[src/hdl/qcmd_pkg.sv]
// Shared constants, types and reset values for the constellation mapper and demapper.
// Used by qcmd_point_mem, qcmd_dist and qam_constellation_map_demap.
// Depends on nothing else.
package qcmd_pkg;

  localparam int unsigned MAX_POINTS = 8;
  localparam int unsigned COORD_BITS = 12;

  localparam int unsigned PT_W      = $clog2(MAX_POINTS);
  localparam int unsigned CNT_W     = PT_W + 1;
  localparam int unsigned NUM_PAIRS = 4;
  localparam int unsigned PAIR_AW   = 2;
  localparam int unsigned POINT_W   = 2 * COORD_BITS;
  localparam int unsigned PAIR_W    = 2 * POINT_W;
  localparam int unsigned DIFF_W    = COORD_BITS + 1;
  localparam int unsigned SQ_W      = 2 * COORD_BITS + 1;
  localparam int unsigned DIST_W    = SQ_W + 1;
  localparam int unsigned PC_W      = 4;

  localparam int unsigned IN_FIELDS_W  = 3 + 2 * COORD_BITS;
  localparam int unsigned TDATA_W      = ((IN_FIELDS_W + 7) / 8) * 8;
  localparam int unsigned CFG_IDX_W    = 3;
  localparam int unsigned CFG_DATA_W   = 48;

  typedef enum logic [CFG_IDX_W-1:0] {
    REG_POINT_COUNT = 3'd0,
    REG_PAIR_0      = 3'd1,
    REG_PAIR_1      = 3'd2,
    REG_PAIR_2      = 3'd3,
    REG_PAIR_3      = 3'd4
  } cfg_reg_e;

  localparam logic [PC_W-1:0] POINT_COUNT_RESET = 4'd8;

  localparam logic [PAIR_W-1:0] PAIR_RESET [NUM_PAIRS] = '{
    48'd96138547956361,
    48'd185336428758391,
    48'd35192964124160,
    48'd246350748844544
  };

  typedef struct packed {
    logic                         valid;
    logic [PT_W-1:0]              idx;
    logic signed [COORD_BITS-1:0] re;
    logic signed [COORD_BITS-1:0] im;
    logic [DIST_W-1:0]            sq_dist;
  } cand_t;

endpackage

[src/hdl/qcmd_point_mem.sv]
// Point-pair memory: four entries of two packed points, one write and one read port.
// Read data is registered; entries not yet written read as their reset pair.
// Depends on qcmd_pkg.
module qcmd_point_mem (
  input  logic                                clk_i,
  input  logic                                rst_ni,
  input  logic                                we_i,
  input  logic [qcmd_pkg::PAIR_AW-1:0]        waddr_i,
  input  logic [qcmd_pkg::PAIR_W-1:0]         wdata_i,
  input  logic                                re_i,
  input  logic [qcmd_pkg::PAIR_AW-1:0]        raddr_i,
  output logic [qcmd_pkg::PAIR_W-1:0]         rdata_o
);

  logic [qcmd_pkg::PAIR_W-1:0]    mem_q [qcmd_pkg::NUM_PAIRS];
  logic [qcmd_pkg::NUM_PAIRS-1:0] valid_q;
  logic [qcmd_pkg::PAIR_W-1:0]    rd_q;
  logic                           rd_valid_q;
  logic [qcmd_pkg::PAIR_AW-1:0]   rd_addr_q;

  always_ff @(posedge clk_i) begin
    if (we_i) begin
      mem_q[waddr_i] <= wdata_i;
    end
    if (re_i) begin
      rd_q <= mem_q[raddr_i];
    end
  end

  always_ff @(posedge clk_i or negedge rst_ni) begin
    if (!rst_ni) begin
      valid_q    <= '0;
      rd_valid_q <= 1'b0;
      rd_addr_q  <= '0;
    end else begin
      if (we_i) begin
        valid_q[waddr_i] <= 1'b1;
      end
      if (re_i) begin
        rd_valid_q <= valid_q[raddr_i];
        rd_addr_q  <= raddr_i;
      end
    end
  end

  assign rdata_o = rd_valid_q ? rd_q : qcmd_pkg::PAIR_RESET[rd_addr_q];

endmodule

[src/hdl/qcmd_dist.sv]
// Distance stage: picks one point from a pair, subtracts it from the sample and
// registers both squared differences; the sum of the squares is the candidate distance.
// Depends on qcmd_pkg.
module qcmd_dist (
  input  logic                                   clk_i,
  input  logic                                   rst_ni,
  input  logic                                   valid_i,
  input  logic [qcmd_pkg::PT_W-1:0]              idx_i,
  input  logic [qcmd_pkg::PAIR_W-1:0]            pair_i,
  input  logic signed [qcmd_pkg::COORD_BITS-1:0] rx_re_i,
  input  logic signed [qcmd_pkg::COORD_BITS-1:0] rx_im_i,
  output qcmd_pkg::cand_t                        cand_o
);

  localparam int unsigned C = qcmd_pkg::COORD_BITS;

  logic [qcmd_pkg::POINT_W-1:0]          point;
  logic signed [C-1:0]                   pt_re;
  logic signed [C-1:0]                   pt_im;
  logic signed [qcmd_pkg::DIFF_W-1:0]    diff_re;
  logic signed [qcmd_pkg::DIFF_W-1:0]    diff_im;
  logic signed [2*qcmd_pkg::DIFF_W-1:0]  prod_re;
  logic signed [2*qcmd_pkg::DIFF_W-1:0]  prod_im;

  logic                                  valid_q;
  logic [qcmd_pkg::PT_W-1:0]             idx_q;
  logic signed [C-1:0]                   re_q;
  logic signed [C-1:0]                   im_q;
  logic [qcmd_pkg::SQ_W-1:0]             sq_re_q;
  logic [qcmd_pkg::SQ_W-1:0]             sq_im_q;

  always_comb begin
    point   = idx_i[0] ? pair_i[qcmd_pkg::PAIR_W-1:qcmd_pkg::POINT_W]
                       : pair_i[qcmd_pkg::POINT_W-1:0];
    pt_re   = point[C-1:0];
    pt_im   = point[2*C-1:C];
    diff_re = {rx_re_i[C-1], rx_re_i} - {pt_re[C-1], pt_re};
    diff_im = {rx_im_i[C-1], rx_im_i} - {pt_im[C-1], pt_im};
    prod_re = diff_re * diff_re;
    prod_im = diff_im * diff_im;
  end

  always_ff @(posedge clk_i or negedge rst_ni) begin
    if (!rst_ni) begin
      valid_q <= 1'b0;
    end else begin
      valid_q <= valid_i;
    end
  end

  always_ff @(posedge clk_i) begin
    if (valid_i) begin
      idx_q   <= idx_i;
      re_q    <= pt_re;
      im_q    <= pt_im;
      sq_re_q <= prod_re[qcmd_pkg::SQ_W-1:0];
      sq_im_q <= prod_im[qcmd_pkg::SQ_W-1:0];
    end
  end

  always_comb begin
    cand_o.valid   = valid_q;
    cand_o.idx     = idx_q;
    cand_o.re      = re_q;
    cand_o.im      = im_q;
    cand_o.sq_dist = {1'b0, sq_re_q} + {1'b0, sq_im_q};
  end

endmodule

[src/hdl/qam_constellation_map_demap.sv]
// Constellation mapper and minimum-distance demapper, top level.
// Instantiates qcmd_point_mem and qcmd_dist; depends on qcmd_pkg.
//
// Input items arrive on the s_axis channel: tuser carries the mode (0 map,
// 1 demap), tdata the symbol index and the received I/Q sample. Each item
// gives one result item on the m_axis channel: tdata holds the index and
// the point's coordinates, tuser the bad-index flag.
// The constellation sits in a four-entry pair memory with one read port,
// so the sequencer reads one point per cycle. A demap item searches the
// number of points configured (one to eight), a map item reads only its own
// point, and a bad map index reads no point at all.
// One item is in work at a time; s_axis_tready is high only while the
// sequencer idles, so the next item is taken at the earliest in the cycle after
// the output register is loaded. A new item may be accepted while the
// previous result waits; if the receiver stalls, a finished result waits
// for the output register to empty before the next item is taken.
// Reset clears the control state, sets the point count to eight and makes
// every pair read as its 8-QAM default until it is first written.
// Configuration writes are taken at any edge with cfg_we_i high.
module qam_constellation_map_demap (
  input  logic                                  clk_i,
  input  logic                                  rst_ni,
  input  logic                                  s_axis_tvalid,
  output logic                                  s_axis_tready,
  // symbol_index, rx_real, rx_imag, zero fill
  input  logic [qcmd_pkg::TDATA_W-1:0]          s_axis_tdata,
  // mode
  input  logic                                  s_axis_tuser,
  output logic                                  m_axis_tvalid,
  input  logic                                  m_axis_tready,
  // found_index, point_real, point_imag, zero fill
  output logic [qcmd_pkg::TDATA_W-1:0]          m_axis_tdata,
  // bad_index
  output logic                                  m_axis_tuser,
  input  logic                                  cfg_we_i,
  input  logic [qcmd_pkg::CFG_IDX_W-1:0]        cfg_idx_i,
  input  logic [qcmd_pkg::CFG_DATA_W-1:0]       cfg_data_i
);

  localparam int unsigned C = qcmd_pkg::COORD_BITS;
  localparam int unsigned PT_W = qcmd_pkg::PT_W;
  localparam int unsigned CNT_W = qcmd_pkg::CNT_W;

  typedef enum logic [2:0] {
    S_IDLE = 3'b001,
    S_RUN  = 3'b010,
    S_DONE = 3'b100
  } state_e;

  state_e state_q, state_d;

  logic [qcmd_pkg::PC_W-1:0] point_count_q;
  logic [CNT_W-1:0]          n_use;
  logic [CNT_W-1:0]          n_search;

  logic [CNT_W-1:0]          issue_q, issue_d;
  logic [CNT_W-1:0]          end_q, end_d;
  logic                      issuing;
  logic                      rd_v_q;
  logic [PT_W-1:0]           rd_idx_q;
  logic signed [C-1:0]       rx_re_q;
  logic signed [C-1:0]       rx_im_q;

  logic                      have_best_q;
  logic [qcmd_pkg::DIST_W-1:0] best_dist_q;
  logic [PT_W-1:0]           best_idx_q;
  logic signed [C-1:0]       best_re_q;
  logic signed [C-1:0]       best_im_q;
  logic                      bad_q;

  logic                      out_valid_q;
  logic [PT_W-1:0]           out_idx_q;
  logic signed [C-1:0]       out_re_q;
  logic signed [C-1:0]       out_im_q;
  logic                      out_bad_q;

  logic                      in_acc;
  logic                      out_load;
  logic                      take_cand;
  logic                      in_mode;
  logic [PT_W-1:0]           in_sym;
  logic                      in_bad;

  logic [qcmd_pkg::PAIR_W-1:0] rdata;
  qcmd_pkg::cand_t           cand;

  logic                      pair_we;
  logic [qcmd_pkg::PAIR_AW-1:0] pair_waddr;

  // Configuration decode.
  always_comb begin
    pair_we    = 1'b0;
    pair_waddr = '0;
    unique case (cfg_idx_i)
      qcmd_pkg::REG_PAIR_0: begin
        pair_we    = cfg_we_i;
        pair_waddr = 2'd0;
      end
      qcmd_pkg::REG_PAIR_1: begin
        pair_we    = cfg_we_i;
        pair_waddr = 2'd1;
      end
      qcmd_pkg::REG_PAIR_2: begin
        pair_we    = cfg_we_i;
        pair_waddr = 2'd2;
      end
      qcmd_pkg::REG_PAIR_3: begin
        pair_we    = cfg_we_i;
        pair_waddr = 2'd3;
      end
      default: begin
        pair_we    = 1'b0;
        pair_waddr = '0;
      end
    endcase
  end

  always_ff @(posedge clk_i or negedge rst_ni) begin
    if (!rst_ni) begin
      point_count_q <= qcmd_pkg::POINT_COUNT_RESET;
    end else if (cfg_we_i && cfg_idx_i == qcmd_pkg::REG_POINT_COUNT) begin
      point_count_q <= cfg_data_i[qcmd_pkg::PC_W-1:0];
    end
  end

  always_comb begin
    if (point_count_q > CNT_W'(qcmd_pkg::MAX_POINTS)) begin
      n_use = CNT_W'(qcmd_pkg::MAX_POINTS);
    end else begin
      n_use = point_count_q[CNT_W-1:0];
    end
    n_search = (n_use == '0) ? CNT_W'(1) : n_use;
  end

  qcmd_point_mem u_mem (
    .clk_i   (clk_i),
    .rst_ni  (rst_ni),
    .we_i    (pair_we),
    .waddr_i (pair_waddr),
    .wdata_i (cfg_data_i[qcmd_pkg::PAIR_W-1:0]),
    .re_i    (issuing),
    .raddr_i (issue_q[PT_W-1:1]),
    .rdata_o (rdata)
  );

  qcmd_dist u_dist (
    .clk_i   (clk_i),
    .rst_ni  (rst_ni),
    .valid_i (rd_v_q),
    .idx_i   (rd_idx_q),
    .pair_i  (rdata),
    .rx_re_i (rx_re_q),
    .rx_im_i (rx_im_q),
    .cand_o  (cand)
  );

  assign s_axis_tready = (state_q == S_IDLE);
  assign in_acc        = s_axis_tvalid && s_axis_tready;
  assign in_mode       = s_axis_tuser;
  assign in_sym        = s_axis_tdata[PT_W-1:0];
  assign in_bad        = !in_mode && ({1'b0, in_sym} >= n_use);
  assign issuing       = (state_q == S_RUN) && (issue_q != end_q);
  assign take_cand     = cand.valid && (!have_best_q || cand.sq_dist < best_dist_q);
  assign out_load      = (state_q == S_DONE) && (!out_valid_q || m_axis_tready);

  always_comb begin
    state_d = state_q;
    issue_d = issue_q;
    end_d   = end_q;
    unique case (state_q)
      S_IDLE: begin
        if (in_acc) begin
          state_d = S_RUN;
          if (in_mode) begin
            issue_d = '0;
            end_d   = n_search;
          end else begin
            issue_d = {1'b0, in_sym};
            end_d   = in_bad ? {1'b0, in_sym} : {1'b0, in_sym} + CNT_W'(1);
          end
        end
      end
      S_RUN: begin
        if (issuing) begin
          issue_d = issue_q + CNT_W'(1);
        end else if (!rd_v_q && !cand.valid) begin
          state_d = S_DONE;
        end
      end
      S_DONE: begin
        if (out_load) begin
          state_d = S_IDLE;
        end
      end
      default: begin
        state_d = S_IDLE;
      end
    endcase
  end

  always_ff @(posedge clk_i or negedge rst_ni) begin
    if (!rst_ni) begin
      state_q     <= S_IDLE;
      issue_q     <= '0;
      end_q       <= '0;
      rd_v_q      <= 1'b0;
      have_best_q <= 1'b0;
      out_valid_q <= 1'b0;
    end else begin
      state_q <= state_d;
      issue_q <= issue_d;
      end_q   <= end_d;
      rd_v_q  <= issuing;
      if (in_acc) begin
        have_best_q <= 1'b0;
      end else if (take_cand) begin
        have_best_q <= 1'b1;
      end
      if (out_load) begin
        out_valid_q <= 1'b1;
      end else if (m_axis_tready) begin
        out_valid_q <= 1'b0;
      end
    end
  end

  always_ff @(posedge clk_i) begin
    if (issuing) begin
      rd_idx_q <= issue_q[PT_W-1:0];
    end
    if (in_acc) begin
      rx_re_q    <= s_axis_tdata[PT_W+C-1:PT_W];
      rx_im_q    <= s_axis_tdata[PT_W+2*C-1:PT_W+C];
      best_idx_q <= in_mode ? '0 : in_sym;
      best_re_q  <= '0;
      best_im_q  <= '0;
      bad_q      <= in_bad;
    end else if (take_cand) begin
      best_dist_q <= cand.sq_dist;
      best_idx_q  <= cand.idx;
      best_re_q   <= cand.re;
      best_im_q   <= cand.im;
    end
    if (out_load) begin
      out_idx_q <= best_idx_q;
      out_re_q  <= best_re_q;
      out_im_q  <= best_im_q;
      out_bad_q <= bad_q;
    end
  end

  assign m_axis_tvalid = out_valid_q;
  assign m_axis_tdata  = {{(qcmd_pkg::TDATA_W - qcmd_pkg::IN_FIELDS_W){1'b0}},
                          out_im_q, out_re_q, out_idx_q};
  assign m_axis_tuser  = out_bad_q;

  assert property (@(posedge clk_i) disable iff (!rst_ni)
    s_axis_tready |-> (!rd_v_q && !cand.valid))
    else $error("Point pipeline busy while a new item can be accepted.");

  assert property (@(posedge clk_i) disable iff (!rst_ni)
    (m_axis_tvalid && m_axis_tuser) |-> (out_re_q == '0 && out_im_q == '0))
    else $error("Bad index result carries non-zero coordinates.");

  assert property (@(posedge clk_i) disable iff (!rst_ni)
    (state_q == S_RUN) |-> (issue_q <= end_q && end_q <= CNT_W'(qcmd_pkg::MAX_POINTS)))
    else $error("Point counter ran past the end of the search.");

  assert property (@(posedge clk_i) disable iff (!rst_ni)
    (state_q == S_DONE) |-> (!rd_v_q && !cand.valid))
    else $error("Result completed before the last point was compared.");

  assert property (@(posedge clk_i) disable iff (!rst_ni)
    out_load |-> (bad_q || have_best_q))
    else $error("Result loaded without any point compared.");

endmodule

[config.mk]
export PLATFORM = sky130hd
export DESIGN_NAME = qam_constellation_map_demap
export DESIGN_NICKNAME = d
export VERILOG_FILES = /design/src/hdl/qcmd_pkg.sv /design/src/hdl/qcmd_point_mem.sv /design/src/hdl/qcmd_dist.sv /design/src/hdl/qam_constellation_map_demap.sv
export SDC_FILE = /design/constraint.sdc
export NUM_CORES = 1
export LEC_CHECK = 0
export BUFFER_PORTS_ARGS = -buffer_cell sky130_fd_sc_hd__buf_2
export CAP_MARGIN = 25
export CORE_MARGIN = 5
export CORE_UTILIZATION = 30
export DETAILED_ROUTE_END_ITERATION = 16
export HOLD_SLACK_MARGIN = 0.12
export PLACE_DENSITY = 0.53
export SLEW_MARGIN = 20
export SYNTH_ARGS = -nofsm -noshare
export SYNTH_HDL_FRONTEND = slang
export SYNTH_SLANG_ARGS = --single-unit
export TNS_END_PERCENT = 1
[constraint.sdc]
create_clock -name clk_i -period 9.2 [get_ports clk_i]
set_input_delay 2.76 -clock clk_i [delete_from_list [all_inputs] [get_ports clk_i]]
set_output_delay 2.76 -clock clk_i [all_outputs]
set_load 0.03 [all_outputs]
==> key figures, run 1 <==
Run status
  • Outcome: completed

STA
  • Slew @ Worst Pin: about 920 ps
  • Slew Viols, Final: 0
  • Post-route setup slack: ~460 ps
  • Min cycle time layout: around 8700 ps
  • Final-report setup violation count: 0
  • Fin Hold WS: ~420 ps
  • Fmax: about 0.11 GHz
  • Final-report hold violation count: 0
  • Period utilization: a little over nine tenths
  • TNS Setup: 0 ps
  • Rel. slew slack: 38.91%
  • Layout Skew: roughly 71 ps

Clocking
  • Clock slew at reported path FFs: roughly 60 ps
  • Total CTS buffers: 50
  • CTS sink cnt: 450
  • Root buf cell: clkbuf_16
  • Clock Latency Late Sink: approximately 630 ps
  • Htree depth: 2
  • Clock buffer depth: 3
  • CTS tree: done

Synth
  • Synthesized area per cell: between 10 and 15 um2
  • #FFs+latches synth: 450
  • Mapped Area: between 30000 and 40000 um2
  • Post-synthesis compound-gate area fraction: between 7 and 8%
  • Yosys cell types: 84
  • Sequential area share after synthesis: 42.98%
  • Synth Area in Adders: 26.36%
  • Ys async rst share: 5.778%
  • Syn Inst Count: 2530
  • EDFF count, synth: 400
  • Largest family of logic cells by synthesized area: adder cells
  • Multiplexer share of the synthesized area: about 5.0%
  • Post-Synth Simple-Gate Area: 8.906%
  • XOR/XNOR Fraction of Synth Area: under 10%
  • Synth warn: 0
  • Main synth FF type: edfxtp_1

Placement
  • Final Wtd Congestion: around 0.84
  • Port bufs: ~110
  • Setup slack at placement: 324.5 ps
  • Detailed placer's ending HPWL: slightly above 50000 um

Worst setup path
  • Startpoint Class: register
  • Worst EP required: between 9000 and 10000 ps
  • Most used cell along the critical path: fa_1
  • Crit-path max FO: 8
  • Worst R2R Start: rd_idx_q[0]$_DFFE_PP_
  • Slowest-stage cell, CP: fa_1
  • Type of the worst setup path: register to register
  • Critical path endpoint category: register
  • Worst path max stage delay: 510 ps
  • RR Endpoint: u_dist.sq_im_q[24]$_DFFE_PP_
  • Worst Reg2Reg Path Length in Cells: 30
  • WP data arrival: 9040 ps
  • Buffers and inverters on the worst path: 5
  • Register-to-register setup slack: roughly 460 ps
  • CP top delay family: adder cells

Global routing
  • Vias in the first global route: approximately 20000
  • Gr ovfl total: 0
  • Antenna violations before repair: 6
  • Maximum number of pins on one net before global-route repair: 89
  • Total Routing Usage GR: around 13%
  • Global-route wire length before repair: 110800 um

Floorplanning
  • Die area: ~110000 um2
  • Die Y: between 300 and 400 um
  • Die Wd: roughly 330 um
  • Ports: about 120
  • Initial core utilization: between 30% and 40%
  • Rows: 117
  • Core ar.: between 100000 and 150000 um2

Layout
  • Commonest non-fill, non-tap cell in the layout: edfxtp_1
  • Area Overhead vs Synth: 13.78%
  • Nets@finish: 3262
  • Fillers: just over 10000
  • Reg area: 13160 um2
  • Footprint of the multi-input gates: 15620 um2
  • Commonest cells after routing, fill and taps aside: 400 x edfxtp_1, 396 x inv_1, 277 x fa_1
  • Layout cells sized above 1: between 10 and 15%

Worst hold path
  • Hold path cells: 0
  • Min-delay src: best_idx_q[1]$_DFFE_PP_
  • Hold Crit Class: register to register
  • Hold EP: out_idx_q[1]$_DFFE_PP_

Detailed routing
  • DRT iter0 DRCs: between 1000 and 1500
  • DR vias: roughly 19000
  • Wire per inst: between 15 and 20 um
  • Vias per inst: approximately 4.6
  • Post-route ant nets: 0
  • Routed WL: between 60000 and 70000 um
  • Pre-antenna DRT Iters: 5
  • Residual DRC count: 0

Run
  • Max-Cap Viols: 0
-- logic make-up after synthesis --
kind of cell    count (synthesis)
buf+inv                       495
fa+ha+maj                     478
simple gates                  588
mux                            85
xor+xnor                      108
other cells                     1
compound gates                325
flops                         450
-- final cells by class --
class,count,share of cell area (%)
Sequential cell,450,37.81
Tap cell,1368,4.919
Clock buffer,64,3.747
Multi-Input combinational cell,1590,44.89
Clock inverter,28,0.7407
Antenna cell,1,0.007191
Timing Repair Buffer,195,3.488
Inverter,408,4.401
-- synth_stat cells, types with 17 or more instances --
cell	number	area, um2
edfxtp_1	400	12010
inv_1	397	1490
fa_1	277	5545
ha_1	201	2515
nand2_1	194	728.2
nor2_1	171	641.9
a21oi_1	78	390.4
xnor2_1	76	665.6
nand3_1	63	315.3
clkbuf_1	59	221.5
o21ai_0	54	270.3
mux4_2	52	1171
a211o_1	31	271.5
and2_1	29	181.4
xor2_1	29	254.0
and3_1	28	175.2
a21o_1	26	195.2
a41oi_1	24	210.2
dfrtp_1	24	600.6
dfxtp_1	24	480.5
nand2b_1	23	143.9
mux2_2	22	247.7
nor3_1	17	85.08
-- what timing repair did --
action / in CTS / in global routing
endpoints found under the setup margin: 0 / 5
setup buffers: 0 / 1
gates resized for setup: 0 / 3
hold buffers: 0 / 0
-- worst reg2reg max path, delay by kind of cell (launching register included) --
kind	cells	cell delay (ps)
AO/OA/AOI/OAI	11	2780
adder cells (fa/ha/maj)	9	3550
buffers and inverters	5	700
flip-flops	1	320
multiplexers	1	290
AND/OR/NAND/NOR	4	770
-- per-layer routing --
metal,wire (um),global-route usage [%]
met5,27,0
met4,1372,2.737
met3,3101,2.148
met2,31850,21.30
met1,31680,17.89
-- through the flow --
stage               instance area [um2]  std cells  utilization, %
detailed placement                33210       4010           32.74
global route                      34790       4103           34.30
floorplan                         30600       2535               -
global placement                  33190       4009           32.71
finish                            34800       4104           34.30
CTS                               34780       4102           34.28
-- worst max path at each step --
| stage | from | slack (ps) | end | cells past startpoint |
|---|---|---|---|---|
| after detailed placement | rd_idx_q[0]$_DFFE_PP_ | 320 | u_dist.sq_im_q[24]$_DFFE_PP_ | 29 |
| after global placement | rd_idx_q[0]$_DFFE_PP_ | 370 | u_dist.sq_im_q[24]$_DFFE_PP_ | 27 |
| after global routing | rd_idx_q[0]$_DFFE_PP_ | -7 | u_dist.sq_im_q[24]$_DFFE_PP_ | 30 |
| after CTS | rd_idx_q[0]$_DFFE_PP_ | 220 | u_dist.sq_im_q[24]$_DFFE_PP_ | 29 |
| final | rd_idx_q[0]$_DFFE_PP_ | 460 | u_dist.sq_im_q[24]$_DFFE_PP_ | 30 |
| after floorplan | rd_idx_q[0]$_DFFE_PP_ | 250 | u_dist.sq_im_q[24]$_DFFE_PP_ | 34 |
-- state kept, by name, indices dropped and copies added (netlist names), 2 cells and up --
signal,count
u_mem.valid_q,4
u_dist.im_q,12
best_idx_q,3
state_q,3
u_dist.sq_re_q,24
best_im_q,12
u_dist.re_q,12
out_im_q,12
out_idx_q,3
rx_re_q,12
rx_im_q,12
u_dist.sq_im_q,24
out_re_q,12
best_re_q,12
point_count_q,4
u_dist.idx_q,3
best_dist_q,26
u_mem.rd_addr_q,2
issue_q,4
u_mem.rd_q,48
end_q,4
rd_idx_q,3
u_mem.mem_q,192
Power of run 1 is not shown: default switching activity piles up to over one toggle a cycle in this logic, so the estimate is an artifact.
==> inputs of run 2 (changes only) <==
--- a/config.mk
+++ b/config.mk
@@ -10,10 +10,12 @@
 export CORE_MARGIN = 5
 export CORE_UTILIZATION = 30
 export DETAILED_ROUTE_END_ITERATION = 16
+export GPL_ROUTABILITY_DRIVEN = 0
 export HOLD_SLACK_MARGIN = 0.12
 export PLACE_DENSITY = 0.53
 export SLEW_MARGIN = 20
 export SYNTH_ARGS = -nofsm -noshare
 export SYNTH_HDL_FRONTEND = slang
+export SYNTH_HIERARCHICAL = 1
 export SYNTH_SLANG_ARGS = --single-unit
 export TNS_END_PERCENT = 1
==> run 2 against run 1 <==
- critical path depth rose by 3
- hold slack improved by 1.6 ps
- synthesized area fell by 2.9%
- cell area fell by 2.8%
- clock skew fell by 11 ps
- highest routed layer unchanged
- sequential cell count did not move
- setup slack improved by 58 ps
- maximum frequency rose by 0.66%
==> key figures, run 2 <==
Synth
  • Ranking of synthesized cells by area: edfxtp_1 40%, fa_1 19%, ha_1 9.1%
  • Most common cell in the netlist: inv_1
  • Ys async rst share: 5.778% (unchanged)
  • Synth area leader: edfxtp_1
  • EDFF count, synth: 400 (unchanged)
  • Sequential area share after synthesis: 44.25% (+1.3 points)
  • Synth top cells by count: 442 x inv_1, 400 x edfxtp_1, 277 x fa_1
  • Mapped Area: 29700 um2 (-2.9%)
  • Synthesized area per cell: 12.45 um2 (+3.0%)
  • Synth warn: 6 (+6)
  • Syn Inst Count: 2386 (-5.7%)
  • Yosys cell types: 74 (-12%)
  • Yosys top cell area share: 40.44% (+1.2 points)
  • Main synth FF type: edfxtp_1
  • #FFs+latches synth: 450 (unchanged)

Layout
  • Reg with most FFs: u_mem/mem_q
  • Largest regs: u_mem/mem_q (192), u_mem/rd_q (48), best_dist_q (26)
  • Fin area: 33830 um2 (-2.8%)
  • Layout cells sized above 1: 13.40% (-0.64 points)
  • Fillers: 9804 (-3.4%)
  • Commonest non-fill, non-tap cell in the layout: inv_1
  • Nets@finish: 3151 (-3.4%)
  • Footprint of the multi-input gates: 14630 um2 (-6.4%)
  • Number of flip-flops in the largest register: 192 (unchanged)
  • Area Overhead vs Synth: 13.90%
  • Commonest cells after routing, fill and taps aside: 441 x inv_1, 400 x edfxtp_1, 277 x fa_1
  • Reg area: 13150 um2 (about the same)

Global routing
  • Vias in the first global route: 18670 (-6.6%)
  • Antenna violations before repair: 3 (-3)
  • Total Routing Usage GR: 12.30% (-0.56 points)
  • Maximum number of pins on one net before global-route repair: 65 (-27%)
  • Global-route wire length before repair: 103500 um (-6.6%)
  • Gr ovfl total: 0 (unchanged)

STA
  • RSZ-0062 raised after global routing: no
  • TNS Setup: 0 ps (unchanged)
  • Min cycle time layout: 8682 ps (-57.69 ps)
  • Period utilization: 94.37% (-0.63 points)
  • Slew Viols, Final: 0 (unchanged)
  • Layout Skew: 59.69 ps (-10.85 ps)
  • Slew @ Worst Pin: 1030 ps (+113.3 ps)
  • Final-report hold violation count: 0 (unchanged)
  • Final-report setup violation count: 0 (unchanged)
  • Fmax: 0.1152 GHz (+0.66%)
  • Rel. slew slack: 31.05% (-7.9 points)

Placement
  • Port bufs: 113 (unchanged)
  • Detailed placer's ending HPWL: 48420 um (-6.5%)
  • DP Area: 32150 um2 (-3.2%)

Worst setup path
  • WP data arrival: 9020 ps (-20 ps)
  • Crit-path max FO: 6 (-2)
  • Worst EP required: 9530 ps (+20 ps)
  • Critical path endpoint category: register
  • Startpoint Class: register
  • Worst Reg2Reg Path Length in Cells: 33 (+10%)
  • Worst path max stage delay: 500 ps (about the same)
  • Slowest-stage cell, CP: o311a_1
  • Type of the worst setup path: register to register

Detailed routing
  • Routed WL: 64440 um (-5.3%)
  • Wire per inst: 16.53 um (-0.30%)
  • Post-route ant nets: 0 (unchanged)
  • DRT iter0 DRCs: 868 (-15%)
  • Residual DRC count: 0 (unchanged)
  • Vias per inst: 4.456 (-3.2%)
  • Pre-antenna DRT Iters: 5 (unchanged)
  • DR vias: 17370 (-8.0%)

Clocking
  • Clock slew at reported path FFs: 60 ps (about the same)
  • Post-CTS repair timing setup buffer count: 0 (unchanged)
  • Clock buffer depth: 3 (unchanged)
  • Total CTS buffers: 51 (+2.0%)
  • CTS tree: done
  • Htree depth: 2 (unchanged)
  • Cts hold-fix bufs: 0 (unchanged)
  • Post-CTS Resized: 0 (unchanged)
  • Root buf cell: clkbuf_16
  • Clock Latency Late Sink: 620 ps (about the same)
  • CTS sink cnt: 450 (unchanged)

Floorplanning
  • Core ar.: 98280 um2 (-3.1%)
  • Rows: 115 (-1.7%)
  • Die Y: 324.7 um (-1.4%)
  • Die Wd: 324.7 um (-1.4%)
  • Initial core utilization: 30.22% (+0.078 points)
  • Die area: 105400 um2 (-2.8%)
  • Ports: 124 (unchanged)

Worst hold path
  • Hold Crit Class: register to register
  • Hold path cells: 0 (unchanged)

Run status
  • Outcome: completed

Run
  • Max-Cap Viols: 0 (unchanged)
-- run 2: per-stage QoR --
step           worst slack, ps  hold WS, ps  instances  util, %
2_1_floorplan            900.6        400.3       2391        -
3_3_place_gp             484.5        404.5       3803    32.71
3_5_place_dp             440.1        408.4       3803    32.71
4_1_cts                  405.5        423.3       3898    34.41
5_1_grt                  20.02        444.3       3898    34.42
6_report                 518.2        421.6       3899    34.43
-- run 2: layout make-up --
type / instances / area share, %
antenna: 1 / 0.007396
clock buffer: 73 / 4.134
clock inverter: 22 / 0.8136
inverter: 452 / 5.015
multi-input combinational: 1434 / 43.23
sequential: 450 / 38.88
tap: 1287 / 4.759
timing repair buffer: 180 / 3.158
-- run 2: worst max-delay path: cells and delay by family, from the launching register on --
| kind | cells | cell delay [ps] |
|---|---|---|
| buffers and inverters | 8 | 770 |
| xor gates and xnor gates | 2 | 290 |
| muxes | 1 | 320 |
| adders and majority gates | 9 | 3570 |
| DFF | 1 | 420 |
| AOI/OAI and AO/OA | 7 | 2290 |
| and+or+nand+nor | 6 | 740 |
-- run 2: per-layer routing --
metal | wire length (um) | up-vias | GRT usage [%]
li1 | - | 8284 | -
met3 | 2924 | 62 | 1.982
met5 | 13 | - | 0
met2 | 30870 | 308 | 20.87
met4 | 1063 | 2 | 2.247
met1 | 29570 | 8717 | 16.89
-- run 2: worst paths after layout --
check                                                from  slack [ps]                      endpoint
hold reg to reg                     rd_idx_q[2]$_DFFE_PP_         420     u_dist/idx_q[2]$_DFFE_PP_
min in group asynchronous                          rst_ni        2170     m_axis_tvalid$_DFFE_PN0P_
hold / removal                      rd_idx_q[2]$_DFFE_PP_         420     u_dist/idx_q[2]$_DFFE_PP_
setup / recovery           u_mem/rd_addr_q[1]$_DFFE_PN0P_         520  u_dist/sq_im_q[23]$_DFFE_PP_
setup reg to reg           u_mem/rd_addr_q[1]$_DFFE_PN0P_         520  u_dist/sq_im_q[23]$_DFFE_PP_
max in group asynchronous                          rst_ni        6510        issue_q[1]$_DFFE_PN0P_
-- run 2: cells by family (layout without fill, tap and decap cells) --
group / count (synthesis) / in the layout / share of synthesized area [%]
buf+inv: 507 / 727 / 6.773
mux: 111 / 111 / 5.796
fa+ha+maj: 493 / 493 / 27.77
simple gates: 500 / 500 / 7.447
flops: 450 / 450 / 44.25
compound gates: 221 / 221 / 4.853
other cells: 2 / 8 / 0.02528
xor+xnor: 102 / 102 / 3.083
Power of run 2 is left out for the same reason.
